File: src/rtl/rlex_pkg.sv
// rlex_pkg: shared types and constants for the run-length text expander
// no dependencies; imported by every module of the block
`timescale 1ns / 1ps
`default_nettype none

package rlex_pkg;

   localparam int MAX_RUN_DEFAULT     = 64;
   localparam int TOTAL_WIDTH_DEFAULT = 16;

   // count register covers the largest legal run limit
   localparam int COUNT_WIDTH  = 7;
   localparam int CHAR_WIDTH   = 8;
   localparam int SHOWN_WIDTH  = 16;
   localparam int QUEUE_DEPTH  = 2;

   localparam logic [CHAR_WIDTH-1:0] DIGIT_LOW  = 8'd48;
   localparam logic [CHAR_WIDTH-1:0] DIGIT_HIGH = 8'd57;

   typedef enum logic [1:0] {
      KIND_CHAR  = 2'd0,
      KIND_DONE  = 2'd1,
      KIND_ERROR = 2'd2
   } result_kind_type;

   // one classified item handed from the front to the back
   typedef struct packed {
      result_kind_type             kind;
      logic [CHAR_WIDTH-1:0]       char_value;
      logic [COUNT_WIDTH-1:0]      copies;
      logic [SHOWN_WIDTH-1:0]      shown_total;
   } command_type;

endpackage

`default_nettype wire

File: src/rtl/rle_text_expander_unit.sv
// rle_text_expander_unit: run-length text decoder with decimal counts
// a result is registered in the command queue and then in the output register
// throughput: one byte per cycle while the command queue has room; a symbol with
// count n yields n result transfers, one per cycle while rsp_ready is high
// reset: synchronous, active high; clears count, total, error flag, queue and output
`timescale 1ns / 1ps
`default_nettype none

module rle_text_expander_unit
   import rlex_pkg::*;
#(
   parameter int MAX_RUN     = MAX_RUN_DEFAULT,
   parameter int TOTAL_WIDTH = TOTAL_WIDTH_DEFAULT
) (
   input  wire logic                  clock,
   input  wire logic                  reset,
   input  wire logic                  req_valid,
   output logic                       req_ready,
   input  wire logic [CHAR_WIDTH-1:0] req_symbol_byte,
   input  wire logic                  req_end_of_string,
   output logic                       rsp_valid,
   input  wire logic                  rsp_ready,
   output logic [1:0]                 rsp_result_kind,
   output logic [CHAR_WIDTH-1:0]      rsp_out_char,
   output logic [SHOWN_WIDTH-1:0]     rsp_char_total,
   output logic                       rsp_last_of_run
);

   logic        queue_full;
   logic        push_valid;
   command_type push_command;
   logic        pop_ready;
   logic        pop_take;
   command_type pop_command;

   rlex_front #(
      .MAX_RUN     (MAX_RUN),
      .TOTAL_WIDTH (TOTAL_WIDTH)
   ) u_front (
      .clock             (clock),
      .reset             (reset),
      .req_valid         (req_valid),
      .req_ready         (req_ready),
      .req_symbol_byte   (req_symbol_byte),
      .req_end_of_string (req_end_of_string),
      .queue_full        (queue_full),
      .push_valid        (push_valid),
      .push_command      (push_command)
   );

   rlex_cmd_queue u_queue (
      .clock        (clock),
      .reset        (reset),
      .push_valid   (push_valid),
      .push_command (push_command),
      .full         (queue_full),
      .pop_ready    (pop_ready),
      .pop_take     (pop_take),
      .pop_command  (pop_command)
   );

   rlex_back u_back (
      .clock           (clock),
      .reset           (reset),
      .pop_ready       (pop_ready),
      .pop_command     (pop_command),
      .pop_take        (pop_take),
      .rsp_valid       (rsp_valid),
      .rsp_ready       (rsp_ready),
      .rsp_result_kind (rsp_result_kind),
      .rsp_out_char    (rsp_out_char),
      .rsp_char_total  (rsp_char_total),
      .rsp_last_of_run (rsp_last_of_run)
   );

endmodule

`default_nettype wire

File: src/rtl/rlex_front.sv
// rlex_front: accepts coded bytes, builds counts, tracks the running total
// and the error flag, and pushes one command per result-producing byte; uses rlex_pkg
`timescale 1ns / 1ps
`default_nettype none

module rlex_front
   import rlex_pkg::*;
#(
   parameter int MAX_RUN     = MAX_RUN_DEFAULT,
   parameter int TOTAL_WIDTH = TOTAL_WIDTH_DEFAULT
) (
   input  wire logic                  clock,
   input  wire logic                  reset,
   input  wire logic                  req_valid,
   output logic                       req_ready,
   input  wire logic [CHAR_WIDTH-1:0] req_symbol_byte,
   input  wire logic                  req_end_of_string,
   input  wire logic                  queue_full,
   output logic                       push_valid,
   output command_type                push_command
);

   localparam int NEXT_WIDTH = COUNT_WIDTH + 4;
   localparam int CMP_WIDTH  = (TOTAL_WIDTH > SHOWN_WIDTH) ? TOTAL_WIDTH : SHOWN_WIDTH;

   logic [COUNT_WIDTH-1:0] pending_ff, pending_in;
   logic [TOTAL_WIDTH-1:0] total_ff, total_in;
   logic                   failed_ff, failed_in;

   logic                   accept;
   logic                   is_digit;
   logic [3:0]             digit;
   logic [NEXT_WIDTH-1:0]  next_count;
   logic [TOTAL_WIDTH:0]   total_sum;
   logic [CMP_WIDTH-1:0]   total_wide;
   logic [SHOWN_WIDTH-1:0] total_shown;

   assign req_ready = !queue_full;
   assign accept    = req_valid && req_ready;

   assign is_digit   = (req_symbol_byte >= DIGIT_LOW) && (req_symbol_byte <= DIGIT_HIGH);
   assign digit      = 4'(req_symbol_byte - DIGIT_LOW);
   // count times ten as two shifted copies
   assign next_count = {pending_ff, 3'b000} + {1'b0, pending_ff, 1'b0}
                       + NEXT_WIDTH'(digit);
   assign total_sum  = {1'b0, total_ff} + (TOTAL_WIDTH + 1)'(pending_ff);

   assign total_wide  = CMP_WIDTH'(total_ff);
   assign total_shown = (total_wide > CMP_WIDTH'({SHOWN_WIDTH{1'b1}})) ?
                        {SHOWN_WIDTH{1'b1}} : total_wide[SHOWN_WIDTH-1:0];

   always_comb begin
      pending_in              = pending_ff;
      total_in                = total_ff;
      failed_in               = failed_ff;
      push_valid              = 1'b0;
      push_command.kind       = KIND_ERROR;
      push_command.char_value = '0;
      push_command.copies     = '0;
      push_command.shown_total = '0;
      if (accept) begin
         if (req_end_of_string) begin
            // error already reported: end marker stays silent
            push_valid = !failed_ff;
            if (pending_ff == '0) begin
               push_command.kind        = KIND_DONE;
               push_command.shown_total = total_shown;
            end
            pending_in = '0;
            total_in   = '0;
            failed_in  = 1'b0;
         end else if (!failed_ff) begin
            if (is_digit) begin
               if (((pending_ff == '0) && (digit == 4'd0))
                   || (next_count > NEXT_WIDTH'(MAX_RUN))) begin
                  push_valid = 1'b1;
                  failed_in  = 1'b1;
                  pending_in = '0;
               end else begin
                  pending_in = next_count[COUNT_WIDTH-1:0];
               end
            end else if (pending_ff == '0) begin
               push_valid = 1'b1;
               failed_in  = 1'b1;
            end else begin
               push_valid              = 1'b1;
               push_command.kind       = KIND_CHAR;
               push_command.char_value = req_symbol_byte;
               push_command.copies     = pending_ff;
               total_in   = total_sum[TOTAL_WIDTH] ? {TOTAL_WIDTH{1'b1}}
                                                   : total_sum[TOTAL_WIDTH-1:0];
               pending_in = '0;
            end
         end
      end
   end

   always_ff @(posedge clock) begin
      if (reset) begin
         pending_ff <= '0;
         total_ff   <= '0;
         failed_ff  <= 1'b0;
      end else begin
         pending_ff <= pending_in;
         total_ff   <= total_in;
         failed_ff  <= failed_in;
      end
   end

endmodule

`default_nettype wire

File: src/rtl/rlex_cmd_queue.sv
// rlex_cmd_queue: short command queue between the front and the back
// uses rlex_pkg for the command type
`timescale 1ns / 1ps
`default_nettype none

module rlex_cmd_queue
   import rlex_pkg::*;
(
   input  wire logic        clock,
   input  wire logic        reset,
   input  wire logic        push_valid,
   input  command_type      push_command,
   output logic             full,
   output logic             pop_ready,
   input  wire logic        pop_take,
   output command_type      pop_command
);

   localparam int PTR_WIDTH = (QUEUE_DEPTH > 1) ? $clog2(QUEUE_DEPTH) : 1;
   localparam int CNT_WIDTH = $clog2(QUEUE_DEPTH + 1);

   command_type            slots_ff [QUEUE_DEPTH];
   logic [PTR_WIDTH-1:0]   wr_ptr_ff, wr_ptr_in;
   logic [PTR_WIDTH-1:0]   rd_ptr_ff, rd_ptr_in;
   logic [CNT_WIDTH-1:0]   count_ff, count_in;
   logic                   do_push;
   logic                   do_pop;

   assign full        = (count_ff == CNT_WIDTH'(QUEUE_DEPTH));
   assign pop_ready   = (count_ff != '0);
   assign pop_command = slots_ff[rd_ptr_ff];
   assign do_push     = push_valid && !full;
   assign do_pop      = pop_take && pop_ready;

   always_comb begin
      wr_ptr_in = wr_ptr_ff;
      rd_ptr_in = rd_ptr_ff;
      count_in  = count_ff;
      if (do_push) begin
         wr_ptr_in = (wr_ptr_ff == PTR_WIDTH'(QUEUE_DEPTH - 1)) ? '0 : wr_ptr_ff + 1'b1;
      end
      if (do_pop) begin
         rd_ptr_in = (rd_ptr_ff == PTR_WIDTH'(QUEUE_DEPTH - 1)) ? '0 : rd_ptr_ff + 1'b1;
      end
      if (do_push && !do_pop) begin
         count_in = count_ff + 1'b1;
      end else if (do_pop && !do_push) begin
         count_in = count_ff - 1'b1;
      end
   end

   always_ff @(posedge clock) begin
      if (reset) begin
         wr_ptr_ff <= '0;
         rd_ptr_ff <= '0;
         count_ff  <= '0;
      end else begin
         wr_ptr_ff <= wr_ptr_in;
         rd_ptr_ff <= rd_ptr_in;
         count_ff  <= count_in;
      end
   end

   always_ff @(posedge clock) begin
      if (do_push) begin
         slots_ff[wr_ptr_ff] <= push_command;
      end
   end

endmodule

`default_nettype wire

File: src/rtl/rlex_back.sv
// rlex_back: expands queued commands into result transfers through an output register
// uses rlex_pkg for the command type and result codes
`timescale 1ns / 1ps
`default_nettype none

module rlex_back
   import rlex_pkg::*;
(
   input  wire logic                   clock,
   input  wire logic                   reset,
   input  wire logic                   pop_ready,
   input  command_type                 pop_command,
   output logic                        pop_take,
   output logic                        rsp_valid,
   input  wire logic                   rsp_ready,
   output logic [1:0]                  rsp_result_kind,
   output logic [CHAR_WIDTH-1:0]       rsp_out_char,
   output logic [SHOWN_WIDTH-1:0]      rsp_char_total,
   output logic                        rsp_last_of_run
);

   logic                      valid_ff, valid_in;
   logic                      active_ff, active_in;
   logic [CHAR_WIDTH-1:0]     run_char_ff, run_char_in;
   logic [COUNT_WIDTH-1:0]    left_ff, left_in;
   result_kind_type           kind_ff, kind_in;
   logic [CHAR_WIDTH-1:0]     char_ff, char_in;
   logic [SHOWN_WIDTH-1:0]    total_ff, total_in;
   logic                      last_ff, last_in;
   logic                      slot_open;

   // output register free or being drained this cycle
   assign slot_open = !valid_ff || rsp_ready;
   assign pop_take  = slot_open && !active_ff && pop_ready;

   always_comb begin
      valid_in    = valid_ff;
      active_in   = active_ff;
      run_char_in = run_char_ff;
      left_in     = left_ff;
      kind_in     = kind_ff;
      char_in     = char_ff;
      total_in    = total_ff;
      last_in     = last_ff;
      if (slot_open) begin
         valid_in = 1'b0;
         if (active_ff) begin
            valid_in  = 1'b1;
            kind_in   = KIND_CHAR;
            char_in   = run_char_ff;
            total_in  = '0;
            last_in   = (left_ff == COUNT_WIDTH'(1));
            left_in   = left_ff - 1'b1;
            active_in = (left_ff != COUNT_WIDTH'(1));
         end else if (pop_ready) begin
            valid_in = 1'b1;
            kind_in  = pop_command.kind;
            unique case (pop_command.kind)
               KIND_CHAR: begin
                  char_in     = pop_command.char_value;
                  total_in    = '0;
                  last_in     = (pop_command.copies == COUNT_WIDTH'(1));
                  run_char_in = pop_command.char_value;
                  left_in     = pop_command.copies - 1'b1;
                  active_in   = (pop_command.copies != COUNT_WIDTH'(1));
               end
               KIND_DONE: begin
                  char_in  = '0;
                  total_in = pop_command.shown_total;
                  last_in  = 1'b1;
               end
               default: begin
                  char_in  = '0;
                  total_in = '0;
                  last_in  = 1'b1;
               end
            endcase
         end
      end
   end

   always_ff @(posedge clock) begin
      if (reset) begin
         valid_ff  <= 1'b0;
         active_ff <= 1'b0;
      end else begin
         valid_ff  <= valid_in;
         active_ff <= active_in;
      end
   end

   always_ff @(posedge clock) begin
      run_char_ff <= run_char_in;
      left_ff     <= left_in;
      kind_ff     <= kind_in;
      char_ff     <= char_in;
      total_ff    <= total_in;
      last_ff     <= last_in;
   end

   assign rsp_valid       = valid_ff;
   assign rsp_result_kind = kind_ff;
   assign rsp_out_char    = char_ff;
   assign rsp_char_total  = total_ff;
   assign rsp_last_of_run = last_ff;

endmodule

`default_nettype wire

File: config.mk
export PLATFORM = sky130hd
export DESIGN_NAME = rle_text_expander_unit
export DESIGN_NICKNAME = d
export VERILOG_FILES = /design/src/rtl/rlex_pkg.sv /design/src/rtl/rle_text_expander_unit.sv /design/src/rtl/rlex_front.sv /design/src/rtl/rlex_cmd_queue.sv /design/src/rtl/rlex_back.sv
export SDC_FILE = /design/constraint.sdc
export NUM_CORES = 1
export LEC_CHECK = 0
export BUFFER_PORTS_ARGS = -buffer_cell sky130_fd_sc_hd__buf_4
export CELL_PAD_IN_SITES_DETAIL_PLACEMENT = 1
export CELL_PAD_IN_SITES_GLOBAL_PLACEMENT = 2
export CORE_MARGIN = 2
export CORE_UTILIZATION = 42
export CTS_CLUSTER_DIAMETER = 120
export DETAILED_ROUTE_END_ITERATION = 6
export GPL_TIMING_DRIVEN = 0
export PLACE_DENSITY = 0.78
export SETUP_SLACK_MARGIN = 0.02
export SLEW_MARGIN = 20
export SYNTH_ARGS = -nofsm -noshare
export SYNTH_HDL_FRONTEND = slang
export SYNTH_SLANG_ARGS = --single-unit
File: constraint.sdc
create_clock -name clock -period 6 [get_ports clock]
set_clock_uncertainty 0.1 [all_clocks]
set_input_delay 0.6 -clock clock [delete_from_list [all_inputs] [get_ports clock]]
set_output_delay 0.6 -clock clock [all_outputs]
set_load 0.01 [all_outputs]
# After elaboration in Yosys (flattened, before gate mapping)
# Memory sizes are Yosys's and may differ from the RTL's. A register that Yosys moved wholly into a read port is not among the register bits.
# Cells that the tools add are included.
# Widths: inputs -> output; s select.
dict set report totals {
  regBits 72
  mem_bits_rw 66
  in_bits 13
  out_inout_bits 29
  elab_cells 123
  mem_count 1
}
# memory depth width rd rd_clocked_by_memory_dff wr line_no
set memory_table {}
lappend memory_table {u_queue.slots_ff 2 33 1 1 1 rlex_cmd_queue.sv:22} ;# command_type slots_ff [QUEUE_DEPTH];
dict set report op_classes {
  n_addsub 10
  order_cmp 4
  eq_ne 10
  mux 54
  bitwise_logic 1
  n_reduce_logical 29
}
# cell n
set ops {}
lappend ops {{$mux 16} 10}
lappend ops {{$mux 7} 8}
lappend ops {{$mux 17} 3}
lappend ops {{$mux 33} 1}
lappend ops {{$mux 8} 3}
lappend ops {{$mux 1} 23}
lappend ops {{$add 16x7->17} 1}
lappend ops {{$gt 16x16->1 const B} 1}
lappend ops {{$mux 15} 1}
lappend ops {{$eq 7x1->1 const B} 2}
lappend ops {{$ne 7x1->1 const B} 2}
lappend ops {{$sub 7x1->7 const B} 2}
lappend ops {{$add 10x8->11} 1}
lappend ops {{$add 11x4->11} 1}
lappend ops {{$gt 11x7->1 const B} 1}
lappend ops {{$mux 2} 5}
lappend ops {{$logic_and 1x1->1} 9}
lappend ops {{$ge 8x6->1 const B} 1}
lappend ops {{$le 8x6->1 const B} 1}
lappend ops {{$reduce_and 4->1} 2}
lappend ops {{$reduce_bool 2->1} 4}
lappend ops {{$logic_not 7->1} 1}
lappend ops {{$logic_not 1->1} 6}
lappend ops {{$ne 2x2->1 const B} 3}
lappend ops {{other kinds (13)} 16}

# Logic depth before layout (Yosys ltp)
dict set report depth {
  ltp_word 14
  ltp_mapped 14
  ltp_nobuf 14
}

# Cells and area by module
# A second synthesis with hierarchy kept.
dict set report hier_totals {
  hier_cells 551
  hier_area_um2 6750.2
}
# mod n_inst cells_per_inst area_per_inst_um2 seq_area_each_um2
set modules_own_cells {}
lappend modules_own_cells {rlex_cmd_queue 1 128 2593.7 2082.0}
lappend modules_own_cells {rlex_front 1 287 2230.9 480.5}
lappend modules_own_cells {rlex_back 1 136 1925.6 1301.2}

# Worst setup path after synthesis
# No wires, ideal clock.
dict set report synth_path {
  path_type {input-to-reg}
  from {in req_symbol_byte[3]}
  to {mem u_queue.slots_ff[1][0] in the netlist's numbering, enable pin}
  setup_ns 0.471
  t_arrival_ns 5.005
  t_required_ns 5.429
  setup_slack_ns 0.424
  cell_stages 10
  n_path_buf 0
  path_cell_list {inv_1 fa_1 inv_1 fa_1 and3_1 nor2_1 xnor2_1 a211oi_2 and2_1 nor3b_1}
}
dict set report synth_between {
  elab_chain_cells 12
  word_cells_on_any_way 17
  classes_between {add/sub (2); order compare (3); mux (7); reduce/logical (5)}
}
# item line_no
set synth_rtl {}
lappend synth_rtl {{from (decl)} rle_text_expander_unit.sv:19} ;# input wire logic [CHAR_WIDTH-1:0] req_symbol_byte,
lappend synth_rtl {{$sub 4x1->4} rlex_front.sv:42} ;# assign digit = 4'(req_symbol_byte - DIGIT_LOW);
lappend synth_rtl {{$add 11x4->11 or $logic_not 4->1 (tied branches)} {rlex_front.sv:45, rlex_front.sv:74}}
lappend synth_rtl {{$gt 11x7->1 or $logic_and 1x1->1 (tied branches)} {rlex_front.sv:75, rlex_front.sv:74}}
lappend synth_rtl {{$logic_or 1x1->1} rlex_front.sv:75} ;# || (next_count > NEXT_WIDTH'(MAX_RUN))) begin
lappend synth_rtl {{$mux 1} rlex_front.sv:74} ;# if (((pending_ff == '0) && (digit == 4'd0))
lappend synth_rtl {{$mux 1 (*)} rlex_front.sv:73} ;# if (is_digit) begin
lappend synth_rtl {{$mux 1 (*)} rlex_front.sv:72} ;# end else if (!failed_ff) begin
lappend synth_rtl {{$mux 1 (*)} rlex_front.sv:62} ;# if (req_end_of_string) begin
lappend synth_rtl {{$mux 1 (*)} rlex_front.sv:61} ;# if (accept) begin
lappend synth_rtl {{$logic_and 1x1->1 (*)} rlex_cmd_queue.sv:32} ;# assign do_push = push_valid && !full;
lappend synth_rtl {{$mux 1 (*)} rlex_cmd_queue.sv:65} ;# if (do_push) begin
lappend synth_rtl {{$mux 1 (not written as such) (*)} rlex_cmd_queue.sv:66} ;# slots_ff[wr_ptr_ff] <= push_command;
lappend synth_rtl {{to (decl)} rlex_cmd_queue.sv:22}
# Mark *: on every way between the ends. The rest lies on a longest branch, timed or not.

# Worst setup path in the final report
dict set report layout_path {
  from {reg u_front.pending_ff[2]}
  to {reg u_queue.count_ff[1]}
}
dict set report layout_between {
  elab_chain_cells 13
  word_cells_on_any_way 17
  classes_between {add/sub (2); order compare (1); mux (6); reduce/logical (8)}
}
# item line_no
set layout_rtl {}
lappend layout_rtl {{from (decl)} rlex_front.sv:26} ;# logic [COUNT_WIDTH-1:0] pending_ff, pending_in;
lappend layout_rtl {{from (signal assigned)} rlex_front.sv:104} ;# pending_ff <= pending_in;
lappend layout_rtl {{$add 10x8->11} rlex_front.sv:44} ;# assign next_count = {pending_ff, 3'b000} + {1'b0, pending_ff, 1'b0}
lappend layout_rtl {{$add 11x4->11} rlex_front.sv:45} ;# + NEXT_WIDTH'(digit);
lappend layout_rtl {{$gt 11x7->1} rlex_front.sv:75}
lappend layout_rtl {{$logic_or 1x1->1 (*)} rlex_front.sv:75}
lappend layout_rtl {{$mux 1 (*)} rlex_front.sv:74}
lappend layout_rtl {{$mux 1 (*)} rlex_front.sv:73}
lappend layout_rtl {{$mux 1 (*)} rlex_front.sv:72}
lappend layout_rtl {{$mux 1 (*)} rlex_front.sv:62}
lappend layout_rtl {{$mux 1 (*)} rlex_front.sv:61}
lappend layout_rtl {{$logic_and 1x1->1 (*)} rlex_cmd_queue.sv:32}
lappend layout_rtl {{net u_queue.do_push} rlex_cmd_queue.sv:26} ;# logic do_push;
lappend layout_rtl {{$logic_not 1->1} rlex_cmd_queue.sv:47} ;# end else if (do_pop && !do_push) begin
lappend layout_rtl {{$logic_and 1x1->1} rlex_cmd_queue.sv:47}
lappend layout_rtl {{$reduce_bool 2->1 (no line)} -}
lappend layout_rtl {{to (signal assigned)} rlex_cmd_queue.sv:60} ;# count_ff <= count_in;
lappend layout_rtl {{to (decl)} rlex_cmd_queue.sv:25} ;# logic [CNT_WIDTH-1:0] count_ff, count_in;
# Mark *: on every way through the listed nets, which the timed path passes. The rest lies on a longest branch.
# A chain may end at the register's enable or synchronous reset.

==> run metrics <==
Max-slew headroom 0.367; Placed Cells incl. Taps 814; largest net degree at the start of global routing 29; DR DRC count 0; largest cells by area after synthesis edfxtp_1 49%, dfxtp_1 9.3%, ha_1 4.7%, mux2i_1 4.2%, a21oi_1 2.4%; hold endpoint u_front.total_ff[1]; critical path data required time between 6000 and 7000 ps; cell count of the worst hold path 1; cell taking the most area after synthesis edfxtp_1; Post-synth top flop edfxtp_1; CP arrival roughly 4500 ps; FF-to-FF End u_queue.count_ff[1]; Tot Pwr 3.13 mW; Cell Rows 46; Worst Max-Slew Pin Slew between 900 and 1000 ps; largest family of logic cells by synthesized area simple AND/OR/NAND/NOR gates; CP Max Fanout 9; R2R Path Start u_front.pending_ff[2]; Pleak between 2 and 3 nW; clock insertion delay at the later pin of the skew report roughly 420 ps; DR vias between 4000 and 5000; min Tclk post-route 4250 ps; IR drop worst, VDD around 0.21 mV; CTS tree yes; clock network power share 0.295; mux cell area share after synthesis 0.0572; Cell Pwr Density between 300 and 400 mW/mm²; Die Span Y 130 µm; Congestion Overflow GR 0; startpoint type of the worst setup path register; IO Count 42; Critical Path End Type register; Area growth syn-to-layout 17.3%; fraction of final layout cells sized beyond drive strength 1 0.176; sequential share of the synthesized area 0.579; Final Routed Wirelength 15200 µm; Synth Area in Compound Gates 0.115; largest delay contributor family on the critical path adder cells; DRT antenna net count 0; fillers 1685; R2R setup slack 1750 ps; count of cell types in the netlist 72; # hold bufs at CTS 0; initial DRC count approximately 290; total setup buffers inserted after CTS 0; post-synthesis adder-cell area fraction 0.0559; register area a little under 0.004 mm²; final worst path period share 0.709; GRT Overall Usage 0.195; slowest stage delay, CP between 600 and 700 ps; starting density of the core 0.425; Yosys warnings 0; deepest clock path buffer count 2; Crit-path slowest cell a211oi_2; Max Freq between 0.2 and 0.25 GHz; clock root cell clkbuf_16; most frequent cells in the layout 108 x edfxtp_1, 47 x buf_4, 42 x nor2_1, 32 x a21oi_1, 32 x nand2_1; post-synthesis simple-gate area fraction 0.145; final cell count without fillers 846; initial antenna violation count 0; synthesized area approximately 0.0067 mm²; Total Nets Final between 600 and 700; XOR/XNOR Fraction of Synth Area 0.0223; CORE AREA ~0.016 mm²; switching pwr between 0.9 and 1 mW; max cap viols 0; critical path class register to register; setup violators final 0; Cell Int Power 2.18 mW; Synth Instances roughly 550; Post-DP HPWL 11500 µm; area occupied by multi-input gates about 0.0027 mm²; WP buf/inv 2; most common cell after layout, fill and taps aside edfxtp_1; clock-pin slew on the worst setup and hold paths roughly 70 ps; first-pass GRT wire length approximately 25000 µm; Via density 5.30; unrepaired setup endpoints after global routing no; post-synth top area share 0.486; Synth Area per Inst about 12 µm²; Final Hold Fails 0; outcome complete, no violations; Async SR Flop Fraction 0; max-slew violations 0; combinational group share of total power 0.261; Synth Register Bits between 100 and 150; port bufs 40; min-delay src u_front.total_ff[1]; gpl congestion approximately 0.84; Flop pwr share 0.444; Pre-antenna DRT Iters 4; syn_nets around 590; Post-CTS Resized 0; CTS sink count 139; Die Area approximately 0.017 mm²; r2r worst-path depth 12; vias in the first global route between 4000 and 5000; total CTS buffers 17; WL per Instance between 15 and 20 µm; # diodes 0; Hold Path Class register to register; Die W ~130 µm; Sw Share 0.304; setup_tns 0 ps; H-tree Lvls 4; EDFF count, synth roughly 110; cell breakdown of the critical path inv_1 -> fa_1 -> inv_1 -> fa_1 -> nor4_1 -> o211ai_1 -> a211oi_2 -> and2_1 -> nor2_1 -> ha_1 -> or3_1 -> a21oi_1
## final cells by class
cell class | count | share of cell area
Buffer | 17 | 0.0113
Multi-Input combinational cell | 375 | 0.339
Sequential cell | 139 | 0.494
Inverter | 21 | 0.0101
Clock buffer | 18 | 0.0548
Timing Repair Buffer | 46 | 0.0441
Clock inverter | 14 | 0.0128
Tap cell | 216 | 0.0345
## layer usage
metal / track usage / routed length [µm] / up-vias / part of all wire
met2: 0.307 / 7170 / 81 / 0.47
met3: 0.0426 / 483 / 19 / 0.032
met5: 0 / 0 / - / 0
met1: 0.267 / 7400 / 2168 / 0.49
li1: - / - / 2213 / -
met4: 0.0670 / 188 / 0 / 0.012
## cell families (layout without fill, tap and decap cells)
group           after synthesis  after routing
mux                          37             37
simple gates                178            178
xor+xnor                     17             17
compound gates              115            115
buf+inv                      38            116
flops                       139            139
fa+ha+maj                    28             28
## cells in the mapped netlist, types with 5 or more instances
| cell | count |
|---|---|
| nor4_1 | 8 |
| nor2_1 | 42 |
| clkbuf_1 | 8 |
| or3_1 | 6 |
| nand2_1 | 32 |
| ha_1 | 25 |
| and2_1 | 25 |
| mux2_2 | 9 |
| o21ai_0 | 24 |
| buf_2 | 5 |
| nand3_1 | 14 |
| xor2_1 | 11 |
| inv_1 | 19 |
| xnor2_1 | 6 |
| nor3_1 | 14 |
| nand4b_1 | 5 |
| a22o_1 | 9 |
| a21oi_1 | 32 |
| edfxtp_1 | 108 |
| dfxtp_1 | 31 |
| mux2i_1 | 28 |
## through the flow
stage                     hold WS [ps]  cell area, µm²   util  setup WS [ps]
after global placement             363            7240  0.461          -1140
after detailed placement           381            7300  0.465           1560
after CTS                          389            7830  0.498           1730
final                              395            7830  0.498           1750
after global routing               407            7830  0.498           1490
after floorplan                    331            6670      -            424
## power by group through the flow
stage                     Clock (mW)  Combinational (mW)  Sequential (mW)
after global placement             0               0.789             1.41
after detailed placement           0               0.828             1.41
after global routing           0.988               0.910             1.41
after CTS                      0.947               0.834             1.39
after floorplan                    0               0.463             1.45
final                          0.925               0.816             1.39
## flip-flops by register name (all words and copies together) (netlist names), 2 cells and up, named ones only
signal,count
u_front.total_ff,16
u_back.left_ff,7
u_back.rsp_out_char,8
u_back.run_char_ff,8
u_front.pending_ff,7
u_back.rsp_char_total,16
u_queue.count_ff,2
u_queue.slots_ff,66
u_back.rsp_result_kind,2
## worst max-delay path by stage
stage	startpoint	cells past startpoint	endpoint
after floorplan	req_symbol_byte[3]	10	u_queue.slots_ff[1][0]
after global placement	req_symbol_byte[3]	11	u_queue.slots_ff[1][9]
after detailed placement	req_symbol_byte[3]	13	u_queue.count_ff[1]
after CTS	u_front.pending_ff[2]	13	u_queue.count_ff[1]
after global routing	u_front.pending_ff[2]	12	u_queue.count_ff[1]
final	u_front.pending_ff[2]	12	u_queue.count_ff[1]
Note: power is estimated with default switching activity, not from simulation.
